===== config.mk =====
export PLATFORM = sky130hd
export DESIGN_NAME = mdk_forward
export DESIGN_NICKNAME = d
export VERILOG_FILES = /design/src/hw/rtl/mdk_pkg.sv /design/src/hw/rtl/mdk_forward.sv
export SDC_FILE = /design/constraint.sdc
export NUM_CORES = 2
export LEC_CHECK = 0
export ABC_AREA = 1
export BUFFER_PORTS_ARGS = -buffer_cell sky130_fd_sc_hd__buf_2
export CAP_MARGIN = 5
export CORE_ASPECT_RATIO = 1.75
export CORE_MARGIN = 2
export CORE_UTILIZATION = 30
export DETAILED_ROUTE_END_ITERATION = 10
export PLACE_DENSITY = 0.48
export SKIP_CTS_REPAIR_TIMING = 1
export SLEW_MARGIN = 5
export SYNTH_ARGS = -nofsm -noshare
export SYNTH_HDL_FRONTEND = slang
export SYNTH_SLANG_ARGS = --single-unit

===== constraint.sdc =====
create_clock -name clk -period 15.63 [get_ports clk]
set_input_delay 1.563 -clock clk [delete_from_list [all_inputs] [get_ports clk]]
set_output_delay 1.563 -clock clk [all_outputs]
set_load 0.02 [all_outputs]

===== src/hw/rtl/mdk_pkg.sv =====
// Shared types, register codes and fixed-point helpers for the mecanum kinematics core.
`default_nettype none

package mdk_pkg;

	localparam int unsigned FieldW    = 16;
	localparam int unsigned NumFields = 7;
	localparam int unsigned DataW     = FieldW * NumFields;
	localparam int unsigned CfgIdxW   = 3;
	localparam int unsigned CfgDataW  = 16;
	localparam int unsigned Latency   = 7;

	localparam logic [CfgIdxW-1:0] CFG_INV_WHEEL_RADIUS = 3'd0;
	localparam logic [CfgIdxW-1:0] CFG_LEVER_SUM        = 3'd1;
	localparam logic [CfgIdxW-1:0] CFG_RADIUS_QUARTER   = 3'd2;
	localparam logic [CfgIdxW-1:0] CFG_INV_LEVER_SUM    = 3'd3;
	localparam logic [CfgIdxW-1:0] CFG_MAX_LINEAR       = 3'd4;
	localparam logic [CfgIdxW-1:0] CFG_MAX_ANGULAR      = 3'd5;
	localparam logic [CfgIdxW-1:0] CFG_DRIVE_GAIN       = 3'd6;

	localparam logic [15:0] RST_INV_WHEEL_RADIUS = 16'd256;
	localparam logic [15:0] RST_LEVER_SUM        = 16'd256;
	localparam logic [15:0] RST_RADIUS_QUARTER   = 16'd64;
	localparam logic [15:0] RST_INV_LEVER_SUM    = 16'd256;
	localparam logic [14:0] RST_MAX_LINEAR       = 15'd32767;
	localparam logic [14:0] RST_MAX_ANGULAR      = 15'd32767;
	localparam logic [15:0] RST_DRIVE_GAIN       = 16'd77;

	typedef struct packed {
		logic [15:0] inv_wheel_radius;
		logic [15:0] lever_sum;
		logic [15:0] radius_quarter;
		logic [15:0] inv_lever_sum;
		logic [14:0] max_linear;
		logic [14:0] max_angular;
		logic [15:0] drive_gain;
	} cfg_t;

	// first stage: clamped targets, signed wheel sums and the yaw gain product
	typedef struct packed {
		logic signed [16:0] lin_p;
		logic signed [16:0] lin_m;
		logic signed [15:0] cw;
		logic signed [17:0] sum_x;
		logic signed [17:0] sum_y;
		logic signed [17:0] sum_w;
		logic [31:0]        k_wz;
	} s1_t;

	function automatic logic signed [15:0] sat16(input logic signed [47:0] x);
		logic signed [15:0] r;
		if (x > 48'sd32767) begin
			r = 16'sh7fff;
		end else if (x < -48'sd32768) begin
			r = 16'sh8000;
		end else begin
			r = x[15:0];
		end
		return r;
	endfunction

	function automatic logic signed [15:0] clamp_sym(input logic signed [15:0] v,
			input logic [14:0] lim);
		logic signed [15:0] l;
		logic signed [15:0] r;
		l = $signed({1'b0, lim});
		if (v > l) begin
			r = l;
		end else if (v < -l) begin
			r = -l;
		end else begin
			r = v;
		end
		return r;
	endfunction

endpackage

`default_nettype wire


===== src/hw/rtl/mdk_forward.sv =====
// Forward kinematics: body velocity from measured wheel sums, delayed to match the wheel path.
`default_nettype none

module mdk_forward
	import mdk_pkg::*;
(
	input  logic        clk,
	input  logic        en,
	input  s1_t         s1,
	input  cfg_t        cfg,
	output logic [47:0] body_s7
);

	logic signed [34:0] px_s2, py_s2;
	logic signed [50:0] pw_s2;
	logic [47:0]        body_s3, body_s4, body_s5, body_s6;

	logic signed [35:0] rx, ry;
	logic signed [51:0] rw;
	logic [47:0]        body_nxt;

	always_comb begin
		rx = 36'(px_s2) + 36'sd128;
		ry = 36'(py_s2) + 36'sd128;
		rw = 52'(pw_s2) + 52'sd32768;
		body_nxt[15:0]  = sat16(48'(rx >>> 8));
		body_nxt[31:16] = sat16(48'(ry >>> 8));
		body_nxt[47:32] = sat16(48'(rw >>> 16));
	end

	always_ff @(posedge clk) begin
		if (en) begin
			px_s2   <= $signed({1'b0, cfg.radius_quarter}) * s1.sum_x;
			py_s2   <= $signed({1'b0, cfg.radius_quarter}) * s1.sum_y;
			pw_s2   <= $signed({1'b0, s1.k_wz}) * s1.sum_w;
			body_s3 <= body_nxt;
			body_s4 <= body_s3;
			body_s5 <= body_s4;
			body_s6 <= body_s5;
			body_s7 <= body_s6;
		end
	end

endmodule

`default_nettype wire


## After elaboration in Yosys (flattened, before gate mapping)

Index checks and enable logic that the tools add are counted.

- Bits in registers: 361
- Output and inout bits: 48
- Word-level logic and storage cells: 25
- Input port bits: 248

- Muxes and demuxes: 3
- Add/subtract/negate cells: 3
- Magnitude comparators: 6
- Multipliers: 3

Operators with widths:

| operator | number |
|---|---|
| 35-bit by 9-bit adder with 36-bit output, second input constant | 2 |
| 17-bit by 18-bit multiplier with 35-bit output | 2 |
| 28-bit by 16-bit greater-than comparator with 1-bit output, second input constant | 2 |
| 28-bit by 16-bit < comparator with 1-bit output, second input constant | 2 |
| 51-bit by 17-bit adder with 52-bit output, second input constant | 1 |
| 33-bit by 18-bit multiplier with 51-bit output | 1 |
| 16-bit two-way mux | 3 |
| 36-bit by 16-bit greater-than comparator with 1-bit output, second input constant | 1 |
| 36-bit by 16-bit < comparator with 1-bit output, second input constant | 1 |

## Depth between registers and ports, before layout

- Depth in word-level cells: 3
- Gate-level depth with buffers: 29
- Gate-level depth less buffers: 27

## Worst setup path after synthesis

No wires, ideal clock.

- Path type: input to register
- Start: input cfg[66] (netlist bit)
- End: register py_s2[31] (data pin)
- Buffers on the path: 2
- Setup time: 259 ps
- Data required time: 15371 ps
- Path slack: 8516 ps
- Stages: 20
- Arrival: 6855 ps
- Path through: clkbuf_1 -> clkbuf_1 -> nand2_1 -> inv_1 -> fa_1 -> fa_1 -> inv_1 -> fa_1 -> fa_1 -> inv_1 -> fa_1 -> fa_1 -> ha_1 -> nand2_1 -> inv_1 -> a21boi_0 -> o221ai_1 -> a21oi_1 -> nand2_1 -> xor2_1

- Longest elaborated chain between the ends: 1

Ends and longest elaborated chain:

| element | RTL line | text |
|---|---|---|
| start: declaration | mdk_forward.sv:10 | `input cfg_t cfg,` |
| 17-bit by 18-bit multiplier with 35-bit output | mdk_forward.sv:34 | `py_s2 <= $signed({1'b0, cfg.radius_quarter}) * s1.sum_y;` |
| end signal: assignment | mdk_forward.sv:34 |  |
| end: declaration | mdk_forward.sv:14 | `logic signed [34:0] px_s2, py_s2;` |

Every way passes these cells.
A chain may end at the register's enable or synchronous reset.

## Worst setup path in the final report

- Start: input cfg[64] (netlist bit)
- End: register py_s2[33] (data pin)

The elaborated chain is that of the path after synthesis.

==> run summary <==
## Timing
- **worst clock skew** 48.82 ps
- **Max-Slew Margin vs Limit** 30.41%
- **Total Negative Setup Slacks** 0 ps
- **number of failing hold endpoints at the final stage** 0
- **endpoints failing setup** 0
- **RSZ-0062 raised after global routing** no
- **final critical delay including setup and external delays** 7651 ps
- **max frequency** 0.1307 GHz
- **number of slew-limit violations in the final report** 0
- **Worst Max-Slew Pin Slew** 1044 ps
- **share of the cycle needed by the critical path after routing** 48.95%

## Floorplan
- **starting density of the core** 30.13%
- **I/O Pins** 296
- **die width** 329.7 µm
- **height of the die** 574.0 µm
- **number of standard-cell rows in the floorplan** 209
- **Core Footprint** 0.1849 mm²
- **area enclosed by the die boundary** 0.1893 mm²

## Critical path
- **crit path DAT** 7950 ps
- **start-to-end type of the worst setup path** in -> reg
- **data required time at the worst endpoint** 15,930 ps
- **maximum fanout along the worst path** 36
- **kind of capture point of the worst setup path** flip-flop
- **launching element type of the critical path** primary input

## Synth
- **top post-synthesis cells by area** sky130_fd_sc_hd__fa_1 (38%), sky130_fd_sc_hd__edfxtp_1 (18%), sky130_fd_sc_hd__inv_1 (13%)
- **Synth Flop Type** sky130_fd_sc_hd__edfxtp_1
- **post-synthesis instance area** 0.05570 mm²
- **EDFF count, synth** 332
- **warning count from the yosys run** 0
- **share of the synthesized area in the top cell type** 38.13%
- **synthesis-stage register bit count** 332
- **number of library cell types mapped by synthesis** 45
- **Synth Instances** 6,662
- **sequential cell area fraction in the yosys report** 17.90%
- **average footprint of a synthesized cell** 8.362 µm²
- **top cell types by occurrence after synthesis** sky130_fd_sc_hd__inv_1 (1,952), sky130_fd_sc_hd__nand2_1 (1,754), sky130_fd_sc_hd__fa_1 (1,061), sky130_fd_sc_hd__ha_1 (333), sky130_fd_sc_hd__edfxtp_1 (332)
- **Synth Net Count** 8,304
- **share of flip-flops with an asynchronous set or reset after synthesis** 0%
- **most used standard cell by instance count after synthesis** sky130_fd_sc_hd__inv_1
- **top cell type by total area after synthesis** sky130_fd_sc_hd__fa_1

## Global route
- **overall track demand over capacity in global routing** 16.92%
- **global-route wire length before repair** 248.1 mm
- **sum of overflow across all layers after global routing** 0
- **pin count of the biggest net entering global routing** 102
- **vias in the first global route** 45,569
- **number of antenna violations at the first check in global routing** 2

## Route
- **1st-pass router iterations** 6
- **Starting DRT DRC Count** 1,887
- **detailed-route via count** 40,834
- **residual antenna-violating net count after detailed routing** 0
- **wire length reported by the detailed router** 155.3 mm
- **DR vias/cell** 4.507
- **post-detailed-route DRC marker count** 0
- **WL per Instance** 17.14 µm

## Job
- **max-cap viol count** 0

## Clock network
- **CTS tree** built
- **number of clock sinks** 332
- **number of CTS-inserted buffers** 34
- **cell at the root of the clock tree** sky130_fd_sc_hd__clkbuf_16
- **clock transition at the registers of the reported paths** 60 ps
- **H-tree Lvls** 2
- **buffer depth of the longest clock path** 3
- **worst-skew pair later-pin latency** 590 ps

## Hold path
- **worst min-delay path category** reg -> reg

## Finish
- **Net count, final** 8,248
- **layout-stage area growth over the synthesis result** 7.165%
- **Filler cells** 19,650
- **layout cells sized above 1** 3.922%

## Placement
- **last weighted congestion value of the routability-driven placer** 0.9171
- **count of buffers inserted at the top-level ports** 151
- **HPWL after detailed placement** 126.4 mm

## Run status
- **run status** finished clean

==> routing by layer <==
metal  track usage [%]  up-vias  part of all wire [%]
met5                 0        -                     0
met4             7.494        0                   4.9
met3             1.029      355                   2.7
met2             34.73      861                    58
met1             16.91    20589                    34
li1                  -    19029                     -
==> worst max-delay path, cell delays in order <==
cell and delay (ps):
sky130_fd_sc_hd__buf_2 80, sky130_fd_sc_hd__buf_4 390, sky130_fd_sc_hd__nand2_1 180, sky130_fd_sc_hd__inv_1 160
sky130_fd_sc_hd__fa_1 600, sky130_fd_sc_hd__fa_1 1000, sky130_fd_sc_hd__fa_1 580, sky130_fd_sc_hd__inv_1 150
sky130_fd_sc_hd__fa_1 440, sky130_fd_sc_hd__fa_1 550, sky130_fd_sc_hd__inv_1 50, sky130_fd_sc_hd__fa_1 490
sky130_fd_sc_hd__ha_1 370, sky130_fd_sc_hd__inv_1 130, sky130_fd_sc_hd__nor4_1 580, sky130_fd_sc_hd__nand4_1 320
sky130_fd_sc_hd__nand3_1 170, sky130_fd_sc_hd__nand2_1 70
==> path summary, 6_finish.rpt <==
path	from	endpoint	slack (ps)	depth (start not counted)
setup / recovery	cfg[64]	py_s2[33]	7980	18
hold / removal	body_s3[26]	body_s4[26]	380	0
setup reg to reg	pw_s2[15]	body_s3[44]	12720	12
hold reg to reg	body_s3[26]	body_s4[26]	380	0
==> logic make-up after synthesis <==
kind of cell             Yosys count  share of synthesized area, %
AO/OA/AOI/OAI                    291                         2.965
XOR/XNOR                         145                         2.280
adder cells (fa/ha/maj)         1394                         45.61
buffers and inverters           2214                         15.00
flip-flops                       332                         17.90
AND/OR/NAND/NOR                 2286                         16.25
==> final cells by class <==
type / count / area [µm²] / share of cell area [%]
Sequential cell: 332 / 9970 / 16.70
Inverter: 1957 / 7346 / 12.31
Clock inverter: 19 / 183.9 / 0.3081
Clock buffer: 41 / 898.4 / 1.505
Antenna cell: 4 / 10.01 / 0.01677
Tap cell: 2426 / 3035 / 5.085
Timing Repair Buffer: 165 / 870.8 / 1.459
Multi-Input combinational cell: 4116 / 37380 / 62.62
==> state kept, by name, summed over array words and instances, names as in the netlist <==
name     count
body_s7     48
body_s4     48
px_s2       28
pw_s2       36
body_s5     48
body_s6     48
py_s2       28
body_s3     48
==> stage by stage <==
stage	area [µm²]	util [%]	setup slack (ps)	cells	hold WS, ps
final	59700	32.29	7979	9060	379.4
after global routing	59690	32.28	7615	9057	404.3
after CTS	59690	32.28	7895	9056	380.7
after detailed placement	58600	31.70	7300	8996	404.5
after global placement	58600	31.70	7354	8996	401.7
after floorplan	55700	-	8516	6662	400.3
==> placed cells by master, fill, tap and decap left out, drive strengths merged, types with 6 or more instances in the layout <==
cell    netlist  routed
a31oi        16      16
o21ai        83      83
edfxtp      332     332
nor3         44      44
clkbuf      241      41
xor2        103     103
clkinv        0      11
fa         1061    1061
a21boi        6       6
nand2      1763    1763
xnor2        42      42
a21oi       128     128
nand3       106     106
o21bai       19      19
ha          333     333
nand4        38      38
inv        1957    1962
or2           9       9
a21o         11      11
a221oi        7       7
buf          16     165
nor2        310     310
nor4          9       9
Power is not shown: default switching activity piles up to over one toggle a cycle in this logic, so the estimate is an artifact.
