$ cat src/hw/rtl/mdk_pkg.sv
// Shared types, register codes and fixed-point helpers for the mecanum kinematics core.
`default_nettype none

package mdk_pkg;

	localparam int unsigned FieldW    = 16;
	localparam int unsigned NumFields = 7;
	localparam int unsigned DataW     = FieldW * NumFields;
	localparam int unsigned CfgIdxW   = 3;
	localparam int unsigned CfgDataW  = 16;
	localparam int unsigned Latency   = 7;

	localparam logic [CfgIdxW-1:0] CFG_INV_WHEEL_RADIUS = 3'd0;
	localparam logic [CfgIdxW-1:0] CFG_LEVER_SUM        = 3'd1;
	localparam logic [CfgIdxW-1:0] CFG_RADIUS_QUARTER   = 3'd2;
	localparam logic [CfgIdxW-1:0] CFG_INV_LEVER_SUM    = 3'd3;
	localparam logic [CfgIdxW-1:0] CFG_MAX_LINEAR       = 3'd4;
	localparam logic [CfgIdxW-1:0] CFG_MAX_ANGULAR      = 3'd5;
	localparam logic [CfgIdxW-1:0] CFG_DRIVE_GAIN       = 3'd6;

	localparam logic [15:0] RST_INV_WHEEL_RADIUS = 16'd256;
	localparam logic [15:0] RST_LEVER_SUM        = 16'd256;
	localparam logic [15:0] RST_RADIUS_QUARTER   = 16'd64;
	localparam logic [15:0] RST_INV_LEVER_SUM    = 16'd256;
	localparam logic [14:0] RST_MAX_LINEAR       = 15'd32767;
	localparam logic [14:0] RST_MAX_ANGULAR      = 15'd32767;
	localparam logic [15:0] RST_DRIVE_GAIN       = 16'd77;

	typedef struct packed {
		logic [15:0] inv_wheel_radius;
		logic [15:0] lever_sum;
		logic [15:0] radius_quarter;
		logic [15:0] inv_lever_sum;
		logic [14:0] max_linear;
		logic [14:0] max_angular;
		logic [15:0] drive_gain;
	} cfg_t;

	// first stage: clamped targets, signed wheel sums and the yaw gain product
	typedef struct packed {
		logic signed [16:0] lin_p;
		logic signed [16:0] lin_m;
		logic signed [15:0] cw;
		logic signed [17:0] sum_x;
		logic signed [17:0] sum_y;
		logic signed [17:0] sum_w;
		logic [31:0]        k_wz;
	} s1_t;

	function automatic logic signed [15:0] sat16(input logic signed [47:0] x);
		logic signed [15:0] r;
		if (x > 48'sd32767) begin
			r = 16'sh7fff;
		end else if (x < -48'sd32768) begin
			r = 16'sh8000;
		end else begin
			r = x[15:0];
		end
		return r;
	endfunction

	function automatic logic signed [15:0] clamp_sym(input logic signed [15:0] v,
			input logic [14:0] lim);
		logic signed [15:0] l;
		logic signed [15:0] r;
		l = $signed({1'b0, lim});
		if (v > l) begin
			r = l;
		end else if (v < -l) begin
			r = -l;
		end else begin
			r = v;
		end
		return r;
	endfunction

endpackage

`default_nettype wire

$ cat src/hw/rtl/mdk_front.sv
// First stage: clamps the targets, forms the linear and wheel sums and the yaw gain.
`default_nettype none

module mdk_front
	import mdk_pkg::*;
(
	input  logic             clk,
	input  logic             en,
	input  logic [DataW-1:0] in_data,
	input  cfg_t             cfg,
	output s1_t              s1
);

	logic signed [15:0] vx, vy, wz, m1, m2, m3, m4;
	logic signed [15:0] cx, cy, cw;
	s1_t                nxt;

	always_comb begin
		vx = $signed(in_data[15:0]);
		vy = $signed(in_data[31:16]);
		wz = $signed(in_data[47:32]);
		m1 = $signed(in_data[63:48]);
		m2 = $signed(in_data[79:64]);
		m3 = $signed(in_data[95:80]);
		m4 = $signed(in_data[111:96]);
		cx = clamp_sym(vx, cfg.max_linear);
		cy = clamp_sym(vy, cfg.max_linear);
		cw = clamp_sym(wz, cfg.max_angular);
		nxt.lin_p = 17'(cx) + 17'(cy);
		nxt.lin_m = 17'(cx) - 17'(cy);
		nxt.cw    = cw;
		nxt.sum_x = 18'(m1) + 18'(m2) + 18'(m3) + 18'(m4);
		nxt.sum_y = 18'(m1) - 18'(m2) - 18'(m3) + 18'(m4);
		nxt.sum_w = 18'(m2) + 18'(m4) - 18'(m1) - 18'(m3);
		nxt.k_wz  = cfg.radius_quarter * cfg.inv_lever_sum;
	end

	always_ff @(posedge clk) begin
		if (en) begin
			s1 <= nxt;
		end
	end

endmodule

`default_nettype wire

$ cat config.mk
export PLATFORM = sky130hd
export DESIGN_NAME = mdk_front
export DESIGN_NICKNAME = d
export VERILOG_FILES = /design/src/hw/rtl/mdk_pkg.sv /design/src/hw/rtl/mdk_front.sv
export SDC_FILE = /design/constraint.sdc
export NUM_CORES = 1
export LEC_CHECK = 0
export CELL_PAD_IN_SITES_DETAIL_PLACEMENT = 1
export CELL_PAD_IN_SITES_GLOBAL_PLACEMENT = 2
export CORE_ASPECT_RATIO = 1.25
export CORE_MARGIN = 3
export CORE_UTILIZATION = 45
export DETAILED_ROUTE_END_ITERATION = 6
export DONT_BUFFER_PORTS = 1
export PLACE_DENSITY_LB_ADDON = 0.3
export SLEW_MARGIN = 15
export SYNTH_ARGS = -nofsm -noshare
export SYNTH_HDL_FRONTEND = slang
export SYNTH_SLANG_ARGS = --single-unit
$ cat constraint.sdc
create_clock -name clk -period 15 [get_ports clk]
set_input_delay 3 -clock clk [delete_from_list [all_inputs] [get_ports clk]]
set_output_delay 3 -clock clk [all_outputs]
set_load 0.01 [all_outputs]
# --- After elaboration in Yosys (flattened, before gate mapping) ---
# Index checks and enable logic that the tools add are counted.
word_totals:
  input_bits: 224
  wordCells: 34
  out_inout_bits: 136
  regBits: 136
op_classes:
  add_sub_neg: 13
  multipliers: 1
  n_mux: 6
  n_lt_le_gt_ge: 6
ops:
  columns: ["cell", "n"]
  rows:
  - ["$mux W16", 5]
  - ["$add A16 B16 Y17", 3]
  - ["$gt A16 B16 Y1", 3]
  - ["$lt A16 B16 Y1", 3]
  - ["$add A18 B16 Y18", 2]
  - ["$sub A17 B16 Y18", 2]
  - ["$sub A16 B16 Y17", 2]
  - ["$mul A16 B16 Y32", 1]
  - ["$neg A15 Y16", 2]
  - ["$add A17 B16 Y18", 1]
  - ["$sub A18 B16 Y18", 1]
  - ["$mux W15", 1]

# --- Logic depth before layout (Yosys ltp) ---
depth:
  word_depth: 5
  depth_mapped: 25
  ltp_nobuf: 24

# --- Worst setup path after synthesis ---
# No wires, ideal clock.
synth_path:
  path_type: "input-to-reg"
  startpoint: "input cfg[69] (netlist name)"
  endpoint: "register s1[31] (netlist name) (data pin)"
  required_ns: 14.745
  path_stages: 21
  setup_time_ns: 0.255
  n_path_buf: 1
  t_arrival_ns: 8.375
  path_slack_ns: 6.370
  cell_sequence: "clkbuf_1 -> nand2_1 -> fa_1 -> inv_1 -> fa_1 -> inv_1 -> fa_1 -> inv_1 -> fa_1 -> fa_1 -> inv_1 -> fa_1 -> inv_1 -> ha_1 -> o21a_1 -> o211ai_1 -> o21ai_0 -> o21ai_1 -> a31oi_1 -> or4_1 -> and3_1"
synth_rtl:
  columns: ["item", "line", "source"]
  rows:
  - ["start, declared", "mdk_front.sv:10", "input cfg_t cfg,"]
  - ["end signal, assigned", "mdk_front.sv:40", "s1 <= nxt;"]
  - ["end, declared", "mdk_front.sv:11", "output s1_t s1"]

==> impl_results.md <==
* Minimum clock period at roughly 8.9 ns
* Power density of the placed cells at roughly 210 nW/um^2
* Cell Chain, Critical Path: inv_1, ha_1, inv_2, nor3_4, nand3_1, nor4_1, xnor2_1, ha_1, a21o_1, a2111o_1, a211oi_1, a221o_1, buf_4, mux2_2, mux2_2, fa_1, a21oi_1, o21ai_0, a21oi_1, o211ai_1, a21boi_1, o31ai_1, xnor2_1
* Via count of the first global-routing pass at between 15000 and 20000
* Number of enable-type register cells in the synthesized netlist at ~140
* Global-route usage over all layers at around a quarter
* Placer congestion estimate at ~0.87
* Sequential-to-total area share from yosys stat at 18.1%
* Buffer type at the clock tree root: clkbuf_16
* Post-CTS sizing at 0
* Number of CTS-inserted buffers at 17
* Number of iterations in the first detailed-routing pass at 5
* Die Span Y at between 200 and 300 um
* Final count of negative-setup-slack endpoints at 0
* Max Freq at 0.113 GHz
* Antenna violations before repair at 0
* Max-slew violations at 0
* Flip-flop cell with the highest count after synthesis: edfxtp_1
* Tot Pwr at about 4.9 mW
* Delay of the slowest cell on the worst path at approximately 0.58 ns
* Maximum number of pins on one net before global-route repair at between 100 and 150
* Wire length of the first global-routing pass at ~100 mm
* Async S/R FF share, synth at 0%
* Initial drt markers at approximately 600
* Post-DR wirelength/cell at 21.3 um
* H-tree depth reported by CTS at 4
* Total wire length at about 62 mm
* Worst-path cell with the longest stage delay: nor4_1
* Number of hold-slack violations in the final timing report at 0
* Min-Delay Path Class: input pin to flip-flop
* Area Growth Syn to Fin at 5.26%
* Clock input transition at the sequential cells of the worst setup and hold paths at 0.06 ns
* Distinct cell type count after synthesis at 84
* Diodes inserted at 0
* Synth Warn # at 0
* Critical Path AT at around 9 ns
* Largest registers: s1 (135)
* Setup slack after placement at 5.60 ns
* Kind of start point of the critical path: input pin
* Final critical-path share of the clock period at around three fifths
* Worst setup margin at roughly 6 ns
* Cts-stage hold buffer count at 0
* Total half-perimeter wirelength after legalization and detailed placement at 50.3 mm
* Max rail drop VDD at around 0.14 mV
* Number of instances in the synthesized netlist at 2299
* Uppermost layer routed: met4
* Number of flip-flops under the largest register name at 135
* Antenna violation net count after detailed routing at 0
* Fraction of layout cells with a size suffix above 1 at 3.57%
* Routed length on met1 at approximately 24 mm
* Seq cells post-synth at approximately 140
* Number of I/O port buffers at 0
* RSZ-0062 raised after global routing: no
* Total negative slack at 0 ns
* Num rows at 90
* Critical-path maximum fanout at 30
* Worst Setup End Kind: flip-flop
* Num ports at between 300 and 400
* Remaining global-route overflow at 0
* Nets@finish at roughly 3000
* Outcome: finished clean
* Placed cell area at roughly 23000 um^2
* Met2 wire len at between 30 and 40 mm
* Placeable core area at just under 50000 um^2
* Largest Register: s1
* Total leakage power at ~11 nW
* Worst setup path class: input pin to flip-flop
* TritonCTS clock tree: built
* Min Hold Slack at 2.69 ns
* Average cell area after synthesis at roughly 10 um^2
* Total die area at between 50000 and 60000 um^2
* Measured slew at the worst slew-check pin at between 0.8 and 0.9 ns
* Max Cap Violations at 0
* Post-route DRC at 0
* CP required at between 15 and 20 ns
* Post-Layout Inst Area at 23600 um^2
* Sinks on Clock Net at around 140
* Setup fix buffers added after clock tree synthesis at 0
* Die width at ~210 um
* Routed vias at between 15000 and 20000
* Netlist area before placement at roughly 22000 um^2
* Met3 wire len at 3.85 mm
* Worst-case clock buffer depth at 2
* Syn nets at between 3000 and 4000
* Max-Slew Margin vs Limit at approximately 44%
* Initial core utilization at 46.0%
* Avg Vias per Cell at approximately 5.6
## synth_stat cells, types with 13 or more instances
cell type / count / share of area, %
inv_1: 361 / 6.0
fa_1: 295 / 26
ha_1: 281 / 16
nand2_1: 180 / 3.0
edfxtp_1: 135 / 18
a21oi_1: 123 / 2.7
and2_1: 118 / 3.3
nor2_1: 99 / 1.7
xnor2_1: 99 / 3.9
a21o_1: 59 / 2.0
clkbuf_1: 53 / 0.89
o21ai_0: 52 / 1.2
mux2i_1: 34 / 1.5
o22ai_1: 28 / 0.78
xor2_1: 28 / 1.1
nor2b_1: 24 / 0.67
o21a_1: 21 / 0.70
nand3_1: 20 / 0.45
nor3_1: 20 / 0.45
nand4_1: 19 / 0.53
a22oi_1: 14 / 0.47
and3_1: 14 / 0.39
mux2_2: 14 / 0.70
o21bai_1: 14 / 0.47
a22o_1: 13 / 0.51
o31ai_1: 13 / 0.44
## critical path: cells and delay by family
family / cells / cell delay (ns)
compound gates: 10 / 2.33
simple gates: 3 / 1.08
fa+ha+maj: 3 / 1.02
mux: 2 / 0.71
buf+inv: 3 / 0.52
xor+xnor: 2 / 0.37
## placed cells by master (no fill, tap or decap), drive strengths merged, types with 5 or more instances in the layout
cell | synthesis | routed
nor2b | 24 | 24
o211ai | 11 | 11
edfxtp | 135 | 135
inv | 364 | 370
a21o | 59 | 59
o22ai | 28 | 28
a211oi | 13 | 13
o21a | 21 | 21
buf | 17 | 6
nand4 | 19 | 19
a2111oi | 5 | 5
or3 | 7 | 7
nand2 | 181 | 181
nand2b | 10 | 10
xor2 | 28 | 28
nand3 | 21 | 21
a22o | 13 | 13
clkinv | 0 | 6
o21bai | 14 | 14
o31ai | 15 | 15
clkbuf | 53 | 17
o21ai | 60 | 60
nor4 | 7 | 7
a21oi | 123 | 123
mux2 | 14 | 14
and2 | 119 | 119
xnor2 | 99 | 99
fa | 295 | 295
ha | 281 | 281
a31oi | 8 | 8
nor2 | 99 | 99
a21boi | 5 | 5
a221oi | 7 | 7
mux2i | 34 | 34
a22oi | 14 | 14
and3 | 14 | 14
nor3 | 25 | 25
## logic make-up after synthesis
kind of cell / share of synthesized area (%)
flops: 18.1
compound gates: 12.9
xor+xnor: 4.96
simple gates: 12.3
mux: 2.22
buf+inv: 7.43
fa+ha+maj: 42.0
## layout make-up
| class | count | area, um^2 |
|---|---|---|
| fill | 5499 | 25200 |
| multi-input combinational | 1730 | 16700 |
| sequential | 135 | 4050 |
| inverter | 364 | 1370 |
| tap | 644 | 806 |
| clock buffer | 17 | 425 |
| clock inverter | 15 | 190 |
| timing repair buffer | 6 | 45.0 |
## worst paths after layout
path                start                end  slack, ns  cells past startpoint
hold / removal         en   s1[19]$_DFFE_PP_       2.69                      0
setup / recovery  cfg[32]  s1[133]$_DFFE_PP_       6.13                     23
## layer usage
metal | GRT usage [%] | vias to the layer above
met3 | 6.40 | 67
met2 | 44.3 | 315
met1 | 27.6 | 8296
met5 | 0 | -
li1 | - | 7624
met4 | 6.57 | 0
## metrics by stage
step                      cells  utilization [%]
after global placement     2879             47.1
after detailed placement   2879             47.1
after global routing       2911             48.4
after floorplan            2299                -
final                      2911             48.4
after CTS                  2911             48.4
## power by group
group | leakage [nW] | total, mW | internal, mW | switching, mW
clock | 0.302 | 0.458 | 0.265 | 0.192
sequential | 1.32 | 0.940 | 0.760 | 0.179
combinational | 9.26 | 3.55 | 1.47 | 2.08
(Power assumes the default switching activity.)
